==> config.mk <==
export PLATFORM = sky130hd
export DESIGN_NAME = notification_led_priority_mixer_core
export DESIGN_NICKNAME = d
export VERILOG_FILES = /design/src/rtl/nlpm_pkg.sv /design/src/rtl/nlpm_ctrl.sv /design/src/rtl/nlpm_datapath.sv /design/src/rtl/notification_led_priority_mixer_core.sv
export SDC_FILE = /design/constraint.sdc
export NUM_CORES = 2
export LEC_CHECK = 0
export BUFFER_PORTS_ARGS = -buffer_cell sky130_fd_sc_hd__buf_2
export CORE_MARGIN = 4
export CORE_UTILIZATION = 35
export DETAILED_ROUTE_END_ITERATION = 7
export PLACE_DENSITY_LB_ADDON = 0.12
export SYNTH_ARGS = -nofsm -noshare
export SYNTH_HDL_FRONTEND = slang
export SYNTH_SLANG_ARGS = --single-unit
==> constraint.sdc <==
create_clock -name clk_i -period 18.93 [get_ports clk_i]
set_input_delay 0 -clock clk_i [delete_from_list [all_inputs] [get_ports clk_i]]
set_output_delay 0 -clock clk_i [all_outputs]
set_load 0.005 [all_outputs]
==> src/rtl/nlpm_pkg.sv <==
// shared types and constants of the notification led priority mixer
// no dependencies, imported by every module of the block
package nlpm_pkg;

  localparam int unsigned CH_NUM = 3;
  localparam int unsigned CH_RED = 0;
  localparam int unsigned CH_GREEN = 1;
  localparam int unsigned CH_BLUE = 2;

  localparam int unsigned REC_NUM = 3;
  localparam int unsigned REC_BAT = 0;
  localparam int unsigned REC_NOTIF = 1;
  localparam int unsigned REC_ATTN = 2;

  localparam logic [1:0] MODE_BATTERY = 2'd0;
  localparam logic [1:0] MODE_NOTIF = 2'd1;
  localparam logic [1:0] MODE_ATTN = 2'd2;

  localparam logic [1:0] KIND_STEADY = 2'd0;
  localparam logic [1:0] KIND_TIMED = 2'd1;
  localparam logic [1:0] KIND_HARDWARE = 2'd2;

  localparam logic [1:0] SRC_NONE = 2'd0;
  localparam logic [1:0] SRC_NOTIF = 2'd1;
  localparam logic [1:0] SRC_ATTN = 2'd2;
  localparam logic [1:0] SRC_BAT = 2'd3;

  localparam int unsigned CFG_IDX_W = 3;
  localparam int unsigned CFG_DATA_W = 16;
  localparam logic [CFG_IDX_W-1:0] REG_GAIN_RED = 3'd0;
  localparam logic [CFG_IDX_W-1:0] REG_GAIN_GREEN = 3'd1;
  localparam logic [CFG_IDX_W-1:0] REG_GAIN_BLUE = 3'd2;
  localparam logic [CFG_IDX_W-1:0] REG_LEVEL_NOTIF = 3'd3;
  localparam logic [CFG_IDX_W-1:0] REG_LEVEL_ATTN = 3'd4;
  localparam logic [CFG_IDX_W-1:0] REG_LEVEL_BAT = 3'd5;

  localparam logic [15:0] GAIN_RESET = 16'd256;
  localparam logic [7:0] LEVEL_RESET = 8'd255;

  localparam logic [23:0] ATTN_HW_COLOR = 24'h0000ff;

  // floor(x / 255) for x up to 65280 * 255: (x * RECIP_255) >> RECIP_SHIFT is low by at most one
  localparam logic [15:0] RECIP_255 = 16'h8080;
  localparam int unsigned RECIP_SHIFT = 23;
  localparam logic [24:0] DIV_CONST = 25'd255;

  localparam int unsigned IN_DATA_W = 56;
  localparam int unsigned IN_USER_W = 4;
  localparam int unsigned OUT_DATA_W = 64;
  localparam int unsigned OUT_USER_W = 3;

  typedef struct packed {
    logic [23:0] color;
    logic [1:0]  kind;
    logic [15:0] on_ms;
    logic [15:0] off_ms;
  } req_t;

  typedef struct packed {
    logic upd;
    logic sel;
    logic mul1;
    logic mul2;
    logic div;
    logic corr;
    logic load_out;
  } cmd_t;

  typedef struct packed {
    logic out_full;
  } sts_t;

  typedef enum logic [2:0] {
    ST_IDLE,
    ST_SEL,
    ST_MUL1,
    ST_MUL2,
    ST_DIV,
    ST_CORR,
    ST_DONE
  } state_e;

endpackage

==> src/rtl/nlpm_ctrl.sv <==
// sequencer of the notification led priority mixer
// depends on nlpm_pkg, drives the datapath through cmd_t and reads sts_t
module nlpm_ctrl (
  input  logic          clk_i,
  input  logic          rst_ni,
  input  logic          in_valid_i,
  output logic          in_ready_o,
  input  logic          out_ready_i,
  input  nlpm_pkg::sts_t sts_i,
  output nlpm_pkg::cmd_t cmd_o
);
  import nlpm_pkg::*;

  state_e state_q, state_d;

  always_ff @(posedge clk_i or negedge rst_ni) begin
    if (!rst_ni) begin
      state_q <= ST_IDLE;
    end else begin
      state_q <= state_d;
    end
  end

  always_comb begin
    state_d = state_q;
    cmd_o = '0;
    in_ready_o = 1'b0;
    case (state_q)
      ST_IDLE: begin
        in_ready_o = 1'b1;
        if (in_valid_i) begin
          cmd_o.upd = 1'b1;
          state_d = ST_SEL;
        end
      end
      ST_SEL: begin
        cmd_o.sel = 1'b1;
        state_d = ST_MUL1;
      end
      ST_MUL1: begin
        cmd_o.mul1 = 1'b1;
        state_d = ST_MUL2;
      end
      ST_MUL2: begin
        cmd_o.mul2 = 1'b1;
        state_d = ST_DIV;
      end
      ST_DIV: begin
        cmd_o.div = 1'b1;
        state_d = ST_CORR;
      end
      ST_CORR: begin
        cmd_o.corr = 1'b1;
        state_d = ST_DONE;
      end
      ST_DONE: begin
        if (!sts_i.out_full || out_ready_i) begin
          cmd_o.load_out = 1'b1;
          state_d = ST_IDLE;
        end
      end
      default: begin
        state_d = ST_IDLE;
      end
    endcase
  end

endmodule

==> src/rtl/nlpm_datapath.sv <==
// request store, configuration registers, priority select and calibration lanes
// depends on nlpm_pkg, sequenced by nlpm_ctrl
module nlpm_datapath (
  input  logic                              clk_i,
  input  logic                              rst_ni,
  input  nlpm_pkg::cmd_t                    cmd_i,
  output nlpm_pkg::sts_t                    sts_o,
  input  logic [1:0]                        mode_i,
  input  logic [1:0]                        kind_i,
  input  logic [23:0]                       rgb_i,
  input  logic [15:0]                       on_i,
  input  logic [15:0]                       off_i,
  input  logic                              cfg_we_i,
  input  logic [nlpm_pkg::CFG_IDX_W-1:0]    cfg_idx_i,
  input  logic [nlpm_pkg::CFG_DATA_W-1:0]   cfg_wdata_i,
  input  logic                              out_ready_i,
  output logic                              out_valid_o,
  output logic [nlpm_pkg::OUT_DATA_W-1:0]   out_data_o,
  output logic [nlpm_pkg::OUT_USER_W-1:0]   out_user_o
);
  import nlpm_pkg::*;

  logic [15:0] gain_q [CH_NUM];
  logic [7:0]  lvl_notif_q, lvl_attn_q, lvl_bat_q;
  req_t        rec_q [REC_NUM];
  req_t        rec_new;

  logic [23:0] sel_color, color_q;
  logic [1:0]  sel_kind;
  logic [15:0] sel_on, sel_off, on_q, off_q;
  logic [7:0]  sel_lvl, lvl_q;
  logic [1:0]  sel_src, src_q;

  logic [23:0] mul_a [CH_NUM];
  logic [15:0] mul_b [CH_NUM];
  logic [39:0] prod [CH_NUM];
  logic [24:0] rem [CH_NUM];
  logic [15:0] v_d [CH_NUM];
  logic [15:0] s_q [CH_NUM];
  logic [23:0] x_q [CH_NUM];
  logic [15:0] q_q [CH_NUM];
  logic [15:0] v_q [CH_NUM];

  logic [31:0] word;
  logic        bln;

  logic                  out_valid_q, out_valid_d;
  logic [OUT_DATA_W-1:0] out_data_q;
  logic [OUT_USER_W-1:0] out_user_q;

  always_ff @(posedge clk_i or negedge rst_ni) begin
    if (!rst_ni) begin
      gain_q <= '{default: GAIN_RESET};
      lvl_notif_q <= LEVEL_RESET;
      lvl_attn_q <= LEVEL_RESET;
      lvl_bat_q <= LEVEL_RESET;
    end else if (cfg_we_i) begin
      case (cfg_idx_i)
        REG_GAIN_RED:    gain_q[CH_RED] <= cfg_wdata_i;
        REG_GAIN_GREEN:  gain_q[CH_GREEN] <= cfg_wdata_i;
        REG_GAIN_BLUE:   gain_q[CH_BLUE] <= cfg_wdata_i;
        REG_LEVEL_NOTIF: lvl_notif_q <= cfg_wdata_i[7:0];
        REG_LEVEL_ATTN:  lvl_attn_q <= cfg_wdata_i[7:0];
        REG_LEVEL_BAT:   lvl_bat_q <= cfg_wdata_i[7:0];
        default: ;
      endcase
    end
  end

  assign rec_new = '{color: rgb_i, kind: kind_i, on_ms: on_i, off_ms: off_i};

  always_ff @(posedge clk_i or negedge rst_ni) begin
    if (!rst_ni) begin
      rec_q <= '{default: '0};
    end else if (cmd_i.upd) begin
      case (mode_i)
        MODE_BATTERY: rec_q[REC_BAT] <= rec_new;
        MODE_NOTIF:   rec_q[REC_NOTIF] <= rec_new;
        MODE_ATTN:    rec_q[REC_ATTN] <= rec_new;
        default: ;
      endcase
    end
  end

  // priority: notification, attention, battery
  always_comb begin
    sel_color = '0;
    sel_kind = KIND_STEADY;
    sel_on = '0;
    sel_off = '0;
    sel_lvl = '0;
    sel_src = SRC_NONE;
    if (|rec_q[REC_NOTIF].color) begin
      sel_color = rec_q[REC_NOTIF].color;
      sel_kind = rec_q[REC_NOTIF].kind;
      sel_on = rec_q[REC_NOTIF].on_ms;
      sel_off = rec_q[REC_NOTIF].off_ms;
      sel_lvl = lvl_notif_q;
      sel_src = SRC_NOTIF;
    end else if (|rec_q[REC_ATTN].color) begin
      sel_color = rec_q[REC_ATTN].color;
      sel_kind = rec_q[REC_ATTN].kind;
      sel_on = rec_q[REC_ATTN].on_ms;
      sel_off = rec_q[REC_ATTN].off_ms;
      sel_lvl = lvl_attn_q;
      sel_src = SRC_ATTN;
      if (sel_kind == KIND_HARDWARE) begin
        if (sel_on != '0 && sel_off == '0) begin
          sel_kind = KIND_STEADY;
        end
        sel_color = ATTN_HW_COLOR;
      end
      if (sel_kind == KIND_STEADY) begin
        sel_color = '0;
      end
    end else if (|rec_q[REC_BAT].color) begin
      sel_color = rec_q[REC_BAT].color;
      sel_kind = rec_q[REC_BAT].kind;
      sel_on = rec_q[REC_BAT].on_ms;
      sel_off = rec_q[REC_BAT].off_ms;
      sel_lvl = lvl_bat_q;
      sel_src = SRC_BAT;
    end
    if (sel_kind == KIND_STEADY) begin
      sel_on = '0;
      sel_off = '0;
    end
  end

  always_ff @(posedge clk_i) begin
    if (cmd_i.sel) begin
      color_q <= sel_color;
      on_q <= sel_on;
      off_q <= sel_off;
      lvl_q <= sel_lvl;
      src_q <= sel_src;
    end
  end

  // one multiplier per channel, shared by gain, level and reciprocal steps
  always_comb begin
    for (int ch = 0; ch < CH_NUM; ch++) begin
      if (cmd_i.mul1) begin
        mul_a[ch] = {16'b0, color_q[8*(CH_NUM-1-ch) +: 8]};
        mul_b[ch] = gain_q[ch];
      end else if (cmd_i.mul2) begin
        mul_a[ch] = {8'b0, s_q[ch]};
        mul_b[ch] = {8'b0, lvl_q};
      end else begin
        mul_a[ch] = x_q[ch];
        mul_b[ch] = RECIP_255;
      end
      prod[ch] = {16'b0, mul_a[ch]} * {24'b0, mul_b[ch]};
      rem[ch] = {1'b0, x_q[ch]} - ({1'b0, q_q[ch], 8'b0} - {9'b0, q_q[ch]});
      v_d[ch] = (rem[ch] >= DIV_CONST) ? q_q[ch] + 16'd1 : q_q[ch];
    end
  end

  always_ff @(posedge clk_i) begin
    for (int ch = 0; ch < CH_NUM; ch++) begin
      if (cmd_i.mul1) begin
        s_q[ch] <= prod[ch][23:8];
      end
      if (cmd_i.mul2) begin
        x_q[ch] <= prod[ch][23:0];
      end
      if (cmd_i.div) begin
        q_q[ch] <= prod[ch][RECIP_SHIFT+15:RECIP_SHIFT];
      end
      if (cmd_i.corr) begin
        v_q[ch] <= v_d[ch];
      end
    end
  end

  // channels may exceed eight bits and overlap by addition
  assign word = {v_q[CH_RED], 16'b0} + {8'b0, v_q[CH_GREEN], 8'b0} + {16'b0, v_q[CH_BLUE]};
  assign bln = (src_q == SRC_NOTIF) && (|word[23:0]);

  assign out_valid_d = cmd_i.load_out | (out_valid_q & ~out_ready_i);

  always_ff @(posedge clk_i or negedge rst_ni) begin
    if (!rst_ni) begin
      out_valid_q <= 1'b0;
    end else begin
      out_valid_q <= out_valid_d;
    end
  end

  always_ff @(posedge clk_i) begin
    if (cmd_i.load_out) begin
      out_data_q <= {off_q, on_q, word};
      out_user_q <= {bln, src_q};
    end
  end

  assign sts_o.out_full = out_valid_q;
  assign out_valid_o = out_valid_q;
  assign out_data_o = out_data_q;
  assign out_user_o = out_user_q;

endmodule

==> src/rtl/notification_led_priority_mixer_core.sv <==
// top level of the notification led priority mixer
// depends on nlpm_pkg, nlpm_ctrl and nlpm_datapath
//
// Each accepted word replaces one of three light requests (battery, notification,
// attention) unless its mode is 3, and yields exactly one result word with the shown
// request, its calibrated led word and its blink times. An input word is taken in
// the idle state; its result is registered after the priority select, the
// per-channel multiplier that is used three times in turn (gain, brightness,
// reciprocal of 255) and the quotient correction step. The input is taken again
// as soon as the result sits in the output register; a further result waits in its
// last step while the previous one is not yet taken. Configuration writes apply
// from the next cycle.
module notification_led_priority_mixer_core (
  input  logic                              clk_i,
  input  logic                              rst_ni,
  input  logic                              s_axis_tvalid,
  output logic                              s_axis_tready,
  // rgb_color[23:0], on_time_ms[39:24], off_time_ms[55:40]
  input  logic [nlpm_pkg::IN_DATA_W-1:0]    s_axis_tdata,
  // mode[1:0], flash_kind[3:2]
  input  logic [nlpm_pkg::IN_USER_W-1:0]    s_axis_tuser,
  output logic                              m_axis_tvalid,
  input  logic                              m_axis_tready,
  // led_word[31:0], blink_on_ms[47:32], blink_off_ms[63:48]
  output logic [nlpm_pkg::OUT_DATA_W-1:0]   m_axis_tdata,
  // source[1:0], bln_enable[2]
  output logic [nlpm_pkg::OUT_USER_W-1:0]   m_axis_tuser,
  input  logic                              cfg_we_i,
  input  logic [nlpm_pkg::CFG_IDX_W-1:0]    cfg_idx_i,
  input  logic [nlpm_pkg::CFG_DATA_W-1:0]   cfg_wdata_i
);
  import nlpm_pkg::*;

  cmd_t cmd;
  sts_t sts;

  nlpm_ctrl u_ctrl (
    .clk_i       (clk_i),
    .rst_ni      (rst_ni),
    .in_valid_i  (s_axis_tvalid),
    .in_ready_o  (s_axis_tready),
    .out_ready_i (m_axis_tready),
    .sts_i       (sts),
    .cmd_o       (cmd)
  );

  nlpm_datapath u_datapath (
    .clk_i       (clk_i),
    .rst_ni      (rst_ni),
    .cmd_i       (cmd),
    .sts_o       (sts),
    .mode_i      (s_axis_tuser[1:0]),
    .kind_i      (s_axis_tuser[3:2]),
    .rgb_i       (s_axis_tdata[23:0]),
    .on_i        (s_axis_tdata[39:24]),
    .off_i       (s_axis_tdata[55:40]),
    .cfg_we_i    (cfg_we_i),
    .cfg_idx_i   (cfg_idx_i),
    .cfg_wdata_i (cfg_wdata_i),
    .out_ready_i (m_axis_tready),
    .out_valid_o (m_axis_tvalid),
    .out_data_o  (m_axis_tdata),
    .out_user_o  (m_axis_tuser)
  );

endmodule

# After elaboration in Yosys (flattened, before gate mapping)
# Memories as Yosys holds them, arrays and structs flattened.
# Index checks and enable logic that the tools add are counted.
[totals]
ff_bits = 383
ramBits = 216
in_bits = 84
word_cells = 150
n_memories = 4
[classes]
addsub = 11
n_mul = 3
order_cmp = 3
n_eq_ne = 17
muxes = 57
bitwise_logic = 3
n_reduce_logical = 25
[mem_list]
columns = ["memory", "words", "word_bits", "read_ports", "rd_ports_with_merged_regs", "wr", "line_no", "source"]
rows = [
  ["u_datapath.x_q", 3, 24, 3, 0, 3, "nlpm_datapath.sv:40", "logic [23:0] x_q [CH_NUM];"],
  ["u_datapath.q_q", 3, 16, 3, 0, 3, "nlpm_datapath.sv:41", "logic [15:0] q_q [CH_NUM];"],
  ["u_datapath.s_q", 3, 16, 3, 0, 3, "nlpm_datapath.sv:39", "logic [15:0] s_q [CH_NUM];"],
  ["u_datapath.v_q", 3, 16, 3, 0, 3, "nlpm_datapath.sv:42", "logic [15:0] v_q [CH_NUM];"],
]
[ops]
columns = ["operator", "n"]
rows = [
  ["2-to-1 mux 24 bit", 11],
  ["2-to-1 mux 16 bit", 13],
  ["multiplier 24 x 16 -> 39 bit", 3],
  ["OR reduction 24 bit", 4],
  ["greater-or-equal comparator 25 x 8 -> 1 bit (second input constant)", 3],
  ["subtractor 24 x 16 -> 25 bit", 3],
  ["subtractor 24 x 25 -> 25 bit", 3],
  ["adder 16 x 1 -> 16 bit (second input constant)", 3],
  ["adder 32 x 16 -> 32 bit", 1],
  ["adder 32 x 24 -> 32 bit", 1],
  ["2-to-1 mux 8 bit", 3],
  ["one-hot mux 3 bit (7 select lines)", 1],
  ["AND reduction 2 bit", 10],
  ["2-to-1 mux 1 bit", 18],
  ["2-to-1 mux 2 bit", 9],
  ["zero test 16 bit", 1],
  ["nonzero test 16 bit", 1],
  ["equality test 3 bit (second input constant)", 5],
  ["equality test 3 x 2 -> 1 bit (second input constant)", 4],
  ["equality test 3 x 1 -> 1 bit (second input constant)", 2],
  ["zero test 2 bit", 3],
  ["zero test 3 bit", 2],
  ["2-to-1 mux 3 bit", 2],
  ["equality test 2 x 1 -> 1 bit (second input constant)", 2],
  ["9 further kinds", 11],
]

# Longest topological paths before layout
[depth]
word_depth = 10
depth_mapped = 31
depth_no_buf = 28

# Cells and area by module
# From an unflattened synthesis, not the netlist that was laid out.
[unflattened]
cells_unflattened = 6083
area_unflattened_um2 = 63409.6
[by_module_without_submodules]
columns = ["module", "n_inst", "cells_per_inst", "area_each_um2", "seq_area_each_um2"]
rows = [
  ["nlpm_datapath", 1, 6059, 63216.9, 16694.8],
  ["nlpm_ctrl", 1, 24, 192.7, 75.1],
]

# Worst setup path before layout
# Ideal clock, no wire load.
[synth_timing]
kind = "register to register"
startpoint = "register u_ctrl.state_q[0]"
endpoint = "memory u_datapath.q_q[2][14] (netlist: u_datapath.q_q[0][46]) (data pin)"
setup_time_ns = 0.258
t_arrival_ns = 9.390
required_ns = 18.672
setup_slack_ns = 9.282
path_stages_with_launch = 31
n_path_buf = 2
path_cell_list = "dfrtp_1 -> clkbuf_1 -> clkinv_1 -> nor2_1 -> clkbuf_1 -> a21oi_1 -> inv_1 -> nand2_1 -> fa_1 -> inv_1 -> fa_1 -> inv_1 -> fa_1 -> inv_1 -> fa_1 -> fa_1 -> inv_1 -> fa_1 -> inv_1 -> ha_1 -> a21o_1 -> a21o_1 -> a21oi_1 -> o21ai_1 -> o21a_1 -> a221o_1 -> a31oi_1 -> o2111ai_1 -> a31o_1 -> a21oi_1 -> xnor2_1"
[synth_lines]
columns = ["element", "line_no", "source"]
rows = [
  ["from (decl)", "nlpm_ctrl.sv:14", "state_e state_q, state_d;"],
  ["from (signal assigned)", "nlpm_ctrl.sv:20", "state_q <= state_d;"],
  ["to (decl)", "nlpm_datapath.sv:41", ""],
]

==> summary.md <==
| Metric | Value |
|---|---|
| Detailed Route WL | 182,000 um |
| Total track usage | 19.8% |
| Status | completed |
| R2r setup slk | 8.77 ns |
| Vias in the first global route | 46,645 |
| Die Wd | 433 um |
| Drt first pass iters | 5 |
| Total clock buffers created by CTS | 73 |
| Multi-input logic area | 43,100 um^2 |
| Routed via count | 44,333 |
| Synth Warn # | 0 |
| Gpl congestion | 0.856 |
| Critical path type | reg -> reg |
| Synthesis-stage register bit count | 599 |
| Drt drc | 0 |
| Sink Count | 599 |
| Crit-path max FO | 57 |
| Worst Hold Launch | cfg_we_i |
| H-tree lvl count | 3 |
| Clock-pin slew on the worst setup and hold paths | 0.06 ns |
| Hold Crit Class | in -> reg |
| Asr flop ratio synth | 41.7% |
| # rows | 155 |
| Slowest stage cell, crit path | dfrtp_4 |
| Area Growth Syn to Fin | 13.9% |
| Antenna viol nets, final | 0 |
| Fin area | 72,200 um^2 |
| Max Slew Vio Count | 0 |
| Gr ovfl total | 0 |
| I/O pin count | 153 |
| Buf/Inv on CP | 7 |
| Critical path endpoint category | flip-flop |
| CTS resizes | 0 |
| Worst r2r path cells | 28 |
| Cell family with most CP delay | adder cells |
| First-pass GRT wire length | 283,000 um |
| Filler cells | 17,971 |
| Critical Path AT | 10.59 ns |
| Area occupied by registers | 16,800 um^2 |
| Setup Viol. Count Final | 0 |
| R2r startpoint | u_ctrl.state_q[0] |
| Crit path top cell by count | fa_1 |
| Worst-Margin Slew | 1.28 ns |
| Synth unique cells | 89 |
| WL/cell | 19.8 um |
| Worst path required time | 19.36 ns |
| Fin crit share | 53.7% |
| Avg Cell Area, Syn | 10.5 um^2 |
| Buffers on Ports | 152 |
| CP max stage delay | 0.82 ns |
| Pin count of the biggest net entering global routing | 151 |
| Longest Clk Path Bufs | 3 |
| WHS Endpoint | u_datapath.lvl_attn_q[3] |
| EDFF count, synth | 349 |
| Ratio of cells with drive above 1 in the final layout | 9.44% |
| RR Endpoint | u_datapath.q_q[0][28] |
| DR iter-0 viols | 2,556 |
| Total negative slack | 0 ns |
| Crit path launch type | flip-flop |
| Placement-stage cell area | 68,900 um^2 |
| Root buf cell | clkbuf_16 |
| Die area | 188,000 um^2 |
| Max Cap Viol | 0 |
| Util after Layout | 40.3% |
| Hold Crit Depth | 5 |
| Worst Setup SP | u_ctrl.state_q[0] |
| Vias per Instance | 4.83 |
| Initial antenna violation count | 21 |
| Clk Latency, worst-skew pair | 0.71 ns |
| Final Skew | 0.0537 ns |
| CTS tree | done |
| RSZ-0062 raised after global routing | false |
| Post-Syn Instances | 6,047 |
| Placeable Area | 179,000 um^2 |
| Nets | 8,233 |
| Final Critical Period | 10.16 ns |
| Rel. slew slack | 13.9% |
| Synth Cell Area | 63,400 um^2 |
| Initial core utilization | 35.4% |
| DIE HEIGHT | 433 um |
| Detail Placement HPWL | 146,000 um |
| Peak Freq | 98.4 MHz |
| Seq/Total Area, Yosys | 26.5% |
| WHS | 0.0880 ns |
| Final Hold Fails | 0 |
| Synth Flop Type | edfxtp_1 |
## kinds of logic after synthesis
logic type | synth area share (%)
multiplexers | 4.82
adder cells (fa/ha/maj) | 38.8
other | 0.0119
XOR/XNOR | 2.82
AO/OA/AOI/OAI | 7.88
flip-flops | 26.5
buffers and inverters | 8.62
AND/OR/NAND/NOR | 10.6
## cells in the final DEF (no fill, tap or decap), types with 87 or more instances in the layout
cell | Yosys | final
fa_1 | 940 | 940
xnor2_1 | 150 | 150
dfrtp_1 | 223 | 222
mux2_2 | 239 | 239
a21o_1 | 97 | 97
o21ai_0 | 115 | 111
and3_1 | 87 | 87
dlygate4sd3_1 | 0 | 88
edfxtp_1 | 349 | 349
a21oi_1 | 185 | 185
nand2_1 | 288 | 287
nand3_1 | 87 | 87
inv_1 | 1269 | 1269
nand4_1 | 158 | 158
nor2_1 | 384 | 380
conb_1 | 2 | 504
buf_2 | 5 | 151
ha_1 | 460 | 460
## cells in the mapped netlist (all sizes together), types with 6 or more instances
library cell | number | area, um^2
a31o | 6 | 52.6
nor2 | 385 | 1450
a21o | 97 | 728
o21ai | 166 | 831
inv | 1269 | 4760
dfrtp | 223 | 5580
o41ai | 7 | 68.8
o21a | 39 | 293
or2 | 31 | 194
edfxtp | 349 | 10500
o211a | 6 | 60.1
nor2b | 54 | 340
nand2b | 76 | 475
a22o | 17 | 149
a21boi | 22 | 165
and2 | 22 | 138
xor2 | 54 | 473
o21bai | 23 | 173
a22oi | 42 | 315
o211ai | 10 | 75.1
a211oi | 49 | 368
mux2 | 241 | 2710
nand3 | 87 | 435
ha | 460 | 5760
nand2 | 288 | 1080
a2111oi | 9 | 97.6
dfstp | 27 | 709
o31ai | 7 | 52.6
a31oi | 23 | 144
nor3b | 15 | 113
and3 | 87 | 544
nand4 | 158 | 988
xnor2 | 150 | 1310
nor3 | 59 | 295
clkbuf | 147 | 552
or4 | 8 | 61.3
mux2i | 34 | 340
or3 | 13 | 82.6
nor4 | 45 | 303
buf | 32 | 126
a21oi | 185 | 926
nand4b | 7 | 61.3
o2111ai | 9 | 78.8
fa | 940 | 18800
## worst max path at each step
stage,to,slack (ns),cells past startpoint
CTS,u_datapath.q_q[0][28],8.66,28
finish,u_datapath.q_q[0][28],8.77,28
floorplan,u_datapath.q_q[0][46],9.28,30
detailed placement,u_datapath.q_q[0][28],8.70,28
global placement,u_datapath.q_q[0][28],8.93,28
global route,u_datapath.q_q[0][28],8.04,28
## worst min-delay path, cell delays in order
cell	delay, ns
buf_2	0.12
nand2b_1	0.14
nor3b_1	0.08
buf_4	0.18
mux2_2	0.23
## cell type report
| cell class | instances | area share (%) |
|---|---|---|
| Multi-Input combinational cell | 4499 | 59.7 |
| Timing Repair Buffer | 305 | 3.01 |
| Sequential cell | 599 | 23.2 |
| Tap cell | 2355 | 4.08 |
| Clock inverter | 30 | 0.520 |
| Inverter | 1271 | 6.61 |
| Clock buffer | 105 | 2.78 |
| Antenna cell | 7 | 0.0243 |
## flip-flops by register name (all words and copies together), names as in the netlist
name and flops:
u_datapath.v_q 48, u_datapath.rec_q 174, u_datapath.src_q 2, u_datapath.out_data_o 64, u_datapath.x_q 72, u_datapath.color_q 24, u_datapath.gain_q 48, u_datapath.out_user_o 3
u_datapath.lvl_q 8, u_datapath.lvl_bat_q 8, u_datapath.on_q 16, u_datapath.lvl_attn_q 8, u_datapath.out_valid_o 1, u_ctrl.state_q 3, u_datapath.lvl_notif_q 8, u_datapath.s_q 48
u_datapath.off_q 16, u_datapath.q_q 48
## timing repair
action / CTS / global route
hold buffers: 89 / 0
hold endpoints to repair: 357 / 0
setup buffers: 0 / 0
## metrics by stage
step | setup slack [ns] | instances
2_1_floorplan | 9.28 | 6549
3_3_place_gp | 8.93 | 8940
3_5_place_dp | 8.70 | 8940
4_1_cts | 8.66 | 9164
5_1_grt | 8.04 | 9167
6_report | 8.77 | 9171
## per-layer routing
layer | part of all wire, % | vias to the layer above | GRT usage, % | wire length, um
li1 | - | 20666 | - | -
met2 | 45 | 975 | 31.0 | 82000
met3 | 5.4 | 221 | 3.69 | 9820
met4 | 2.9 | 0 | 5.46 | 5330
met1 | 47 | 22471 | 28.1 | 84600
met5 | 0 | - | 0 | 0
Power is not shown: default switching activity piles up to over one toggle a cycle in this logic, so the estimate is an artifact.
